<file path="config.mk">
export PLATFORM = sky130hd
export DESIGN_NAME = lprt_ctrl
export DESIGN_NICKNAME = d
export VERILOG_FILES = /design/src/lprt_pkg.sv /design/src/lprt_ctrl.sv
export SDC_FILE = /design/constraint.sdc
export NUM_CORES = 1
export LEC_CHECK = 0
export BUFFER_PORTS_ARGS = -buffer_cell sky130_fd_sc_hd__buf_2
export CORE_UTILIZATION = 40
export DETAILED_ROUTE_END_ITERATION = 6
export PLACE_DENSITY = 0.63
export SYNTH_ARGS = -nofsm -noshare
export SYNTH_HDL_FRONTEND = slang
export SYNTH_SLANG_ARGS = --single-unit
</file>
<file path="constraint.sdc">
create_clock -name clk -period 1.7 [get_ports clk]
set_input_delay 0.085 -clock clk [delete_from_list [all_inputs] [get_ports clk]]
set_output_delay 0.085 -clock clk [all_outputs]
set_load 0.03 [all_outputs]
</file>
<file path="src/lprt_pkg.sv">
// lprt_pkg: shared constants, status and command codes, controller/datapath structs
// for the learned power-to-resistance table; no dependencies
`timescale 1ns / 1ps
package lprt_pkg;

  localparam int TABLE_SLOTS    = 32;
  localparam int BUFFER_SAMPLES = 4;
  localparam int TBL_IW         = $clog2(TABLE_SLOTS);
  localparam int FILL_W         = 3;
  localparam int COUNT_CAP      = 10;
  localparam int CAD_WINDOW     = 20;
  localparam int MIN_WATTS      = 10;
  localparam logic signed [15:0] ERR_RES = -16'sd99;

  // shared divider widths
  localparam int DIV_NW = 34;
  localparam int DIV_DW = 17;
  localparam int DIV_CW = $clog2(DIV_NW + 1);

  // result status codes
  localparam logic [2:0] RS_IGNORED   = 3'd0;
  localparam logic [2:0] RS_BUFFERED  = 3'd1;
  localparam logic [2:0] RS_RESTARTED = 3'd2;
  localparam logic [2:0] RS_COMMITTED = 3'd3;
  localparam logic [2:0] RS_REJECTED  = 3'd4;
  localparam logic [2:0] RS_LOOKUP_OK = 3'd5;
  localparam logic [2:0] RS_LOOKUP_ER = 3'd6;

  // datapath operations
  localparam logic [4:0] OP_NONE       = 5'd0;
  localparam logic [4:0] OP_LOAD       = 5'd1;
  localparam logic [4:0] OP_ADJ_GO     = 5'd2;
  localparam logic [4:0] OP_ADJ_END    = 5'd3;
  localparam logic [4:0] OP_BUF_FIRST  = 5'd4;
  localparam logic [4:0] OP_BUF_ACC    = 5'd5;
  localparam logic [4:0] OP_IDX_GO     = 5'd6;
  localparam logic [4:0] OP_LKI_GO     = 5'd7;
  localparam logic [4:0] OP_IDX_END    = 5'd8;
  localparam logic [4:0] OP_DEC        = 5'd9;
  localparam logic [4:0] OP_INC        = 5'd10;
  localparam logic [4:0] OP_JR_INIT    = 5'd11;
  localparam logic [4:0] OP_MARK       = 5'd12;
  localparam logic [4:0] OP_SLOT_NEW   = 5'd13;
  localparam logic [4:0] OP_BW_GO      = 5'd14;
  localparam logic [4:0] OP_BW_END     = 5'd15;
  localparam logic [4:0] OP_BR_GO      = 5'd16;
  localparam logic [4:0] OP_SLOT_BLEND = 5'd17;
  localparam logic [4:0] OP_FIND_INIT  = 5'd18;
  localparam logic [4:0] OP_FIND_STEP  = 5'd19;
  localparam logic [4:0] OP_FIND_TAKE  = 5'd20;
  localparam logic [4:0] OP_PAIR       = 5'd21;
  localparam logic [4:0] OP_INT_A      = 5'd22;
  localparam logic [4:0] OP_INT_B      = 5'd23;
  localparam logic [4:0] OP_INT_C      = 5'd24;
  localparam logic [4:0] OP_Q_GO       = 5'd25;
  localparam logic [4:0] OP_Q_END      = 5'd26;

  typedef struct packed {
    logic [4:0] op;
    logic       clr_buf;
    logic       load_out;
    logic [2:0] status;
  } lprt_cmd_t;

  typedef struct packed {
    logic is_lookup;
    logic gate_ok;
    logic div_done;
    logic a_zero;
    logic s_zero;
    logic fill_zero;
    logic too_far;
    logic fill_last;
    logic q_oor;
    logic left_done;
    logic hit_l;
    logic idx_last;
    logic j_last;
    logic hit_r;
    logic n_zero;
    logic find_hit;
    logic find_end;
    logic lk_bad;
  } lprt_sts_t;

endpackage

</file>
<file path="src/lprt_ctrl.sv">
// lprt_ctrl: sequencing state machine, issues at most one datapath command per cycle
// depends on lprt_pkg
`timescale 1ns / 1ps
module lprt_ctrl import lprt_pkg::*; (
  input  logic      clk,
  input  logic      rst_n,
  input  logic      in_valid,
  input  logic      out_ready,
  input  lprt_sts_t sts,
  output logic      in_ready,
  output logic      out_valid,
  output lprt_cmd_t cmd
);

  localparam logic [4:0] S_IDLE   = 5'd0;
  localparam logic [4:0] S_CHECK  = 5'd1;
  localparam logic [4:0] S_ADJ    = 5'd2;
  localparam logic [4:0] S_BRANCH = 5'd3;
  localparam logic [4:0] S_CIDX0  = 5'd4;
  localparam logic [4:0] S_CIDX   = 5'd5;
  localparam logic [4:0] S_SCANL  = 5'd6;
  localparam logic [4:0] S_SCANR  = 5'd7;
  localparam logic [4:0] S_BLEND  = 5'd8;
  localparam logic [4:0] S_BW     = 5'd9;
  localparam logic [4:0] S_BR0    = 5'd10;
  localparam logic [4:0] S_BR     = 5'd11;
  localparam logic [4:0] S_LKI    = 5'd12;
  localparam logic [4:0] S_LK1    = 5'd13;
  localparam logic [4:0] S_FIND1  = 5'd14;
  localparam logic [4:0] S_LK2    = 5'd15;
  localparam logic [4:0] S_FIND2  = 5'd16;
  localparam logic [4:0] S_INT0   = 5'd17;
  localparam logic [4:0] S_INT1   = 5'd18;
  localparam logic [4:0] S_INT2   = 5'd19;
  localparam logic [4:0] S_INT3   = 5'd20;
  localparam logic [4:0] S_Q      = 5'd21;
  localparam logic [4:0] S_DONE   = 5'd22;

  logic [4:0] state_r, state_nxt;
  logic [2:0] stat_r, stat_nxt;
  logic       out_valid_r, out_valid_nxt;

  always_comb begin
    state_nxt    = state_r;
    stat_nxt     = stat_r;
    cmd.op       = OP_NONE;
    cmd.clr_buf  = 1'b0;
    cmd.load_out = 1'b0;
    cmd.status   = stat_r;
    case (state_r)
      S_IDLE: begin
        if (in_valid) begin
          cmd.op    = OP_LOAD;
          state_nxt = S_CHECK;
        end
      end
      S_CHECK: begin
        if (!sts.is_lookup && !sts.gate_ok) begin
          stat_nxt  = RS_IGNORED;
          state_nxt = S_DONE;
        end else begin
          cmd.op    = OP_ADJ_GO;
          state_nxt = S_ADJ;
        end
      end
      S_ADJ: begin
        if (sts.div_done) begin
          cmd.op    = OP_ADJ_END;
          state_nxt = S_BRANCH;
        end
      end
      S_BRANCH: begin
        if (sts.is_lookup) begin
          if (sts.a_zero || sts.s_zero) begin
            stat_nxt  = RS_LOOKUP_ER;
            state_nxt = S_DONE;
          end else begin
            cmd.op    = OP_LKI_GO;
            state_nxt = S_LKI;
          end
        end else if (sts.fill_zero) begin
          cmd.op    = OP_BUF_FIRST;
          stat_nxt  = RS_BUFFERED;
          state_nxt = S_DONE;
        end else if (sts.too_far) begin
          cmd.clr_buf = 1'b1;
          stat_nxt    = RS_RESTARTED;
          state_nxt   = S_DONE;
        end else begin
          cmd.op = OP_BUF_ACC;
          if (sts.fill_last) begin
            state_nxt = S_CIDX0;
          end else begin
            stat_nxt  = RS_BUFFERED;
            state_nxt = S_DONE;
          end
        end
      end
      S_CIDX0: begin
        cmd.op    = OP_IDX_GO;
        state_nxt = S_CIDX;
      end
      S_CIDX: begin
        if (sts.div_done) begin
          if (sts.q_oor) begin
            cmd.clr_buf = 1'b1;
            stat_nxt    = RS_REJECTED;
            state_nxt   = S_DONE;
          end else begin
            cmd.op    = OP_IDX_END;
            state_nxt = S_SCANL;
          end
        end
      end
      S_SCANL: begin
        if (sts.left_done) begin
          cmd.op    = OP_JR_INIT;
          state_nxt = S_SCANR;
        end else if (sts.hit_l) begin
          cmd.op      = OP_MARK;
          cmd.clr_buf = 1'b1;
          stat_nxt    = RS_REJECTED;
          state_nxt   = S_DONE;
        end else begin
          cmd.op = OP_DEC;
        end
      end
      S_SCANR: begin
        if (sts.idx_last) begin
          state_nxt = S_BLEND;
        end else if (sts.hit_r) begin
          cmd.op      = OP_MARK;
          cmd.clr_buf = 1'b1;
          stat_nxt    = RS_REJECTED;
          state_nxt   = S_DONE;
        end else if (sts.j_last) begin
          state_nxt = S_BLEND;
        end else begin
          cmd.op = OP_INC;
        end
      end
      S_BLEND: begin
        if (sts.n_zero) begin
          cmd.op      = OP_SLOT_NEW;
          cmd.clr_buf = 1'b1;
          stat_nxt    = RS_COMMITTED;
          state_nxt   = S_DONE;
        end else begin
          cmd.op    = OP_BW_GO;
          state_nxt = S_BW;
        end
      end
      S_BW: begin
        if (sts.div_done) begin
          cmd.op    = OP_BW_END;
          state_nxt = S_BR0;
        end
      end
      S_BR0: begin
        cmd.op    = OP_BR_GO;
        state_nxt = S_BR;
      end
      S_BR: begin
        if (sts.div_done) begin
          cmd.op      = OP_SLOT_BLEND;
          cmd.clr_buf = 1'b1;
          stat_nxt    = RS_COMMITTED;
          state_nxt   = S_DONE;
        end
      end
      S_LKI: begin
        if (sts.div_done) begin
          if (sts.q_oor) begin
            stat_nxt  = RS_LOOKUP_ER;
            state_nxt = S_DONE;
          end else begin
            cmd.op    = OP_IDX_END;
            state_nxt = S_LK1;
          end
        end
      end
      S_LK1: begin
        cmd.op    = OP_FIND_INIT;
        state_nxt = sts.n_zero ? S_FIND1 : S_FIND2;
      end
      S_FIND1: begin
        if (sts.find_hit) begin
          cmd.op    = OP_FIND_TAKE;
          state_nxt = S_LK2;
        end else if (sts.find_end) begin
          stat_nxt  = RS_LOOKUP_ER;
          state_nxt = S_DONE;
        end else begin
          cmd.op = OP_FIND_STEP;
        end
      end
      S_LK2: begin
        cmd.op    = OP_FIND_INIT;
        state_nxt = S_FIND2;
      end
      S_FIND2: begin
        if (sts.find_hit) begin
          cmd.op    = OP_PAIR;
          state_nxt = S_INT0;
        end else if (sts.find_end) begin
          stat_nxt  = RS_LOOKUP_ER;
          state_nxt = S_DONE;
        end else begin
          cmd.op = OP_FIND_STEP;
        end
      end
      S_INT0: begin
        if (sts.lk_bad) begin
          stat_nxt  = RS_LOOKUP_ER;
          state_nxt = S_DONE;
        end else begin
          cmd.op    = OP_INT_A;
          state_nxt = S_INT1;
        end
      end
      S_INT1: begin
        cmd.op    = OP_INT_B;
        state_nxt = S_INT2;
      end
      S_INT2: begin
        cmd.op    = OP_INT_C;
        state_nxt = S_INT3;
      end
      S_INT3: begin
        cmd.op    = OP_Q_GO;
        state_nxt = S_Q;
      end
      S_Q: begin
        if (sts.div_done) begin
          cmd.op    = OP_Q_END;
          stat_nxt  = RS_LOOKUP_OK;
          state_nxt = S_DONE;
        end
      end
      S_DONE: begin
        if (!out_valid_r || out_ready) begin
          cmd.load_out = 1'b1;
          state_nxt    = S_IDLE;
        end
      end
      default: state_nxt = S_IDLE;
    endcase
  end

  always_comb begin
    if (cmd.load_out)   out_valid_nxt = 1'b1;
    else if (out_ready) out_valid_nxt = 1'b0;
    else                out_valid_nxt = out_valid_r;
  end

  always_ff @(posedge clk) begin
    if (!rst_n) begin
      state_r     <= S_IDLE;
      stat_r      <= RS_IGNORED;
      out_valid_r <= 1'b0;
    end else begin
      state_r     <= state_nxt;
      stat_r      <= stat_nxt;
      out_valid_r <= out_valid_nxt;
    end
  end

  assign in_ready  = (state_r == S_IDLE);
  assign out_valid = out_valid_r;

endmodule

</file>
; ---- Yosys cells after proc, flatten, opt, wreduce, memory -nomap -nowiden
; Cells that the tools add are included.
[op_classes]
n_eq_ne = 46
shifts = 0
muxes = 85
add_sub_neg = 0
multipliers = 0
reduce_logical = 14
n_bitwise = 0
order_cmp = 0
div_mod_pow = 0
[ops]
columns = cell, n
row1 = $mux 5, 33
row2 = $pmux 5 s22, 1
row3 = $pmux 5 s21, 1
row4 = $mux 3, 27
row5 = $eq 5x4->1 const B, 8
row6 = $ne 2x2->1 const B, 18
row7 = $eq 5x5->1 const B, 7
row8 = $pmux 3 s11, 1
row9 = $eq 5x3->1 const B, 4
row10 = $reduce_and 18->1, 1
row11 = $mux 4, 4
row12 = $mux 1, 13
row13 = $reduce_bool 11->1, 1
row14 = $eq 5x2->1 const B, 2
row15 = $reduce_and 9->1, 1
row16 = $mux 2, 3
row17 = $mux 6, 1
row18 = $ne 3x3->1 const B, 2
row19 = $pmux 1 s6, 1
row20 = $reduce_or 2->1, 3
row21 = $eq 5x1->1 const B, 1
row22 = $logic_not 5->1, 1
row23 = $ne 5x5->1 const B, 1
row24 = $ne 2x1->1 const B, 2
row25 = other kinds (5), 8
[word_totals]
ff_bits = 9
latchBits = 0
ramBits = 0
in_bits = 22
n_memories = 0
elab_cells = 148
rom_bits = 0

; ---- Depth between registers and ports, before layout
[logic_depth]
ltp_word = 5
mapped_depth = 9
ltp_nobuf = 6

; ---- Worst setup path after synthesis
; No wires, ideal clock.
[synth_path]
path_type = register to output
startpoint = reg state_r[2]
endpoint = out cmd[7] (netlist name)
slack_ns = -0.248
arrival_ns = 1.863
n_path_buf = 4
path_stages_with_launch = 9
t_required_ns = 1.615
path_cell_list = dfxtp_1 > buf_4 > buf_6 > buf_2 > clkbuf_1 > nand4b_1 > o21ai_0 > a21oi_1 > o2111ai_1
[synth_lines]
columns = element, line
row1 = from (decl), lprt_ctrl.sv:39  ; logic [4:0] state_r, state_nxt;
row2 = from (signal assigned), lprt_ctrl.sv:262  ; state_r <= state_nxt;
row3 = to (decl), lprt_ctrl.sv:12  ; output lprt_cmd_t cmd

; ---- Worst setup path in the final report
[layout_path]
startpoint = reg state_r[3]
endpoint = reg stat_r[0]
[layout_via]
elab_chain_cells = 4
[layout_lines]
columns = element, line
row1 = $eq 5x5->1 / $eq 5x4->1 (equally long branches), lprt_ctrl.sv:50  ; case (state_r)
row2 = $reduce_or 2->1 (no source line), --
row3 = $reduce_bool 11->1 (no source line) (tied with other cells), --
row4 = $reduce_and 18->1 (no source line), --
row5 = to (signal assigned), lprt_ctrl.sv:263  ; stat_r <= stat_nxt;
row6 = to (decl), lprt_ctrl.sv:40  ; logic [2:0] stat_r, stat_nxt;
; Several ways; a longest one is shown, not always the timed one.
; A chain may end at the register's enable or synchronous reset.

==> key figures <==
Run status
  – Status: finished, violations left
  – Violated checks: negative setup slack

Timing
  – Max Slew Vio Count: 0
  – Slew margin rel.: 0.746
  – Final worst-path setup slack: -0.365 ns
  – Min Tclk post-route: about 2.1 ns
  – Final period utilization: 1.21
  – Worst-Margin Slew: about 0.38 ns
  – Post-route setup TNS: -3.90 ns
  – Fmax: approximately 0.48 GHz
  – Post-Route Skew: ~0.0039 ns
  – Final setup violation count: 14
  – Hold Fails Final Rpt: 0
  – RSZ-0062 raised after global routing: true
  – Hold WS: between 0.1 and 0.15 ns

Yosys
  – Synth area leader: dfxtp_1
  – Syn nets: 260
  – Post-Syn Area per Cell: between 6 and 7 µm²
  – Synth area leaders: dfxtp_1 (11%), a21oi_1 (6.6%), nand2b_1 (5.5%), nor2_1 (4.7%), nor3_1 (4.1%)
  – Seq/Total Area, Yosys: 0.114
  – Synth Flop Type: dfxtp_1
  – YS warnings: 0
  – Synth cell types: between 60 and 70
  – Share of the synthesized area in the top cell type: 0.114
  – Post-synthesis cell count: roughly 240
  – Post-synth ARST share: 0
  – Synthesized flop and latch total: 9
  – Post-Syn Area: about 1600 µm²
  – Number of flops mapped to enable cells by yosys: 0

Routing
  – Routed wire per std cell: between 20 and 25 µm
  – Antenna-violating nets left: 0
  – Via count: roughly 2800
  – Residual DRC: 0
  – Vias/cell: 6.93
  – Initial DRT Pass Iterations: 5
  – Routed wire length: between 9000 and 10000 µm
  – Initial DRC Count: 344

GRT
  – Pin count of the biggest net entering global routing: 18
  – All-Layer GR Usage: 0.389
  – Vias in the first global route: roughly 2400
  – Initial antenna violation count: 0
  – First-pass GRT wire length: 12200 µm
  – Grt total ovfl: 0

Floorplan
  – Site Rows: 22
  – Width of the die: 65.0 µm
  – Core area: ~3700 µm²
  – Die height: between 60 and 70 µm
  – Starting density of the core: 0.423
  – DIE AREA: 4220 µm²
  – Boundary pin count: 34

Final layout
  – Storage element area: 199 µm²
  – Multi-input logic area: between 1500 and 2000 µm²
  – Number of inserted diodes: 0
  – Commonest non-fill, non-tap cell in the layout: buf_4
  – Layout cell share with drive strength beyond 1: 0.577
  – Most frequent cells in the layout: buf_4 (81), buf_2 (26), buf_6 (26)
  – Fillers: between 200 and 250
  – Net count, final: just under 400
  – Area growth syn-to-layout: 97.9%
  – Core Util, Final: 0.838
  – Post-route cell area: ~3100 µm²

Placement
  – DP HPWL: about 6000 µm
  – Placed cell areas: ~2400 µm²
  – Dpl ws: -0.407 ns
  – RePlAce Congestion: 1.02
  – Buffers added on ports: 33

CTS
  – Max clock buf depth: 2
  – CTS tree: done
  – Worst skew pair latency: ~0.24 ns
  – CTS Buf Count: 3
  – Root Buffer Master: clkbuf_8
  – H-tree depth: 1
  – Clock sink count: 9
  – Reg clk slew, reported paths: 0.05 ns

Critical path
  – Worst path arrival time: between 2 and 2.5 ns
  – CP endpoint kind: flip-flop
  – Critical Path Slowest Stage Cell: dfxtp_4
  – Delay of the slowest critical-path stage: ~0.4 ns
  – Crit Path Max Fanout: 17
  – Critical path buffers and inverters: 2
  – Family with the most delay on the worst path: compound AO/OA/AOI/OAI gates
  – CP Data Required Time: between 1.5 and 2 ns
  – CP Cell Sequence: buf_6, nand2_1, o221a_2, nor3_4, nor4b_4, buf_4, a31oi_1, o21a_1
  – Worst setup SP type: flip-flop
  – CP Class: flip-flop to flip-flop

Power and ir drop
  – Leakage: about 1.3 nW
  – Pwr dens: between 1000 and 1500 nW/µm²
  – Worst vdd ir: ~1200 µV

Flow run
  – Max-cap violations: 0

Worst hold path
  – HP Class: primary input to flip-flop
[flip-flops by register name, indices dropped and copies added, names as in the netlist]
register,flops
stat_r,3
state_r,5
out_valid,1
[cells by family (layout without fill, tap and decap cells)]
kind of cell	count (synthesis)	after routing	share of synthesized area
AO/OA/AOI/OAI	84	84	0.371
buffers and inverters	30	154	0.0955
flip-flops	9	9	0.114
AND/OR/NAND/NOR	115	115	0.420
[final cells by class]
class | instances | share of cell area
Sequential cell | 9 | 0.0634
Clock buffer | 4 | 0.0144
Inverter | 9 | 0.0108
Multi-Input combinational cell | 199 | 0.514
Timing Repair Buffer | 141 | 0.378
Tap cell | 48 | 0.0191
[worst paths after layout]
| path | slack [ns] | from | cells after the start | end |
|---|---|---|---|---|
| max | -0.36 | state_r[3]$_SDFFE_PN0P_ | 8 | stat_r[0]$_SDFFE_PN0P_ |
| min | 0.15 | rst_n | 3 | state_r[3]$_SDFFE_PN0P_ |
| max reg2reg | -0.36 | state_r[3]$_SDFFE_PN0P_ | 8 | stat_r[0]$_SDFFE_PN0P_ |
| min reg2reg | 0.46 | stat_r[0]$_SDFFE_PN0P_ | 1 | stat_r[0]$_SDFFE_PN0P_ |
[report_power, final]
group | switching (mW) | total (mW) | internal (mW) | leakage, nW
Combinational | 1.98 | 3.83 | 1.85 | 1.22
Clock | 0.0923 | 0.256 | 0.164 | 0.0228
Sequential | 0.105 | 0.392 | 0.288 | 0.0773
Total | 2.18 | 4.48 | 2.30 | 1.32
[stage by stage]
step	power, mW	cells
after detailed placement	3.05	383
after global routing	4.63	410
after CTS	3.84	401
after floorplan	1.87	238
final	4.48	410
after global placement	3.06	383
[tightest hold or removal path: cells and delay by family]
kind                   cells  cell delay, ns
AOI/OAI and AO/OA          2            0.12
buffers and inverters      1            0.13
[synth_stat cells (7+ instances only)]
cell type,n
nand3_1,7
buf_2,10
a31oi_1,9
nand4_1,7
nand2_1,16
nand2b_1,14
nor3_1,13
o21ai_0,10
dfxtp_1,9
nor2b_1,7
nor2_1,20
a21oi_1,21
inv_1,8
[metal layers]
layer	vias to the layer above	share of wire	track usage
li1	1172	-	-
met1	1293	0.36	0.485
met2	286	0.44	0.621
met3	89	0.11	0.0757
met4	0	0.087	0.211
met5	-	0	0
[repair_timing]
action | CTS | global route
endpoints found under the setup margin | 15 | 15
gates cloned | 0 | 1
buffers inserted | 14 | 8
hold buffers | 0 | 0
resized for setup | 70 | 45
pin swaps | 24 | 20
Note: power is estimated with default switching activity, not from simulation.
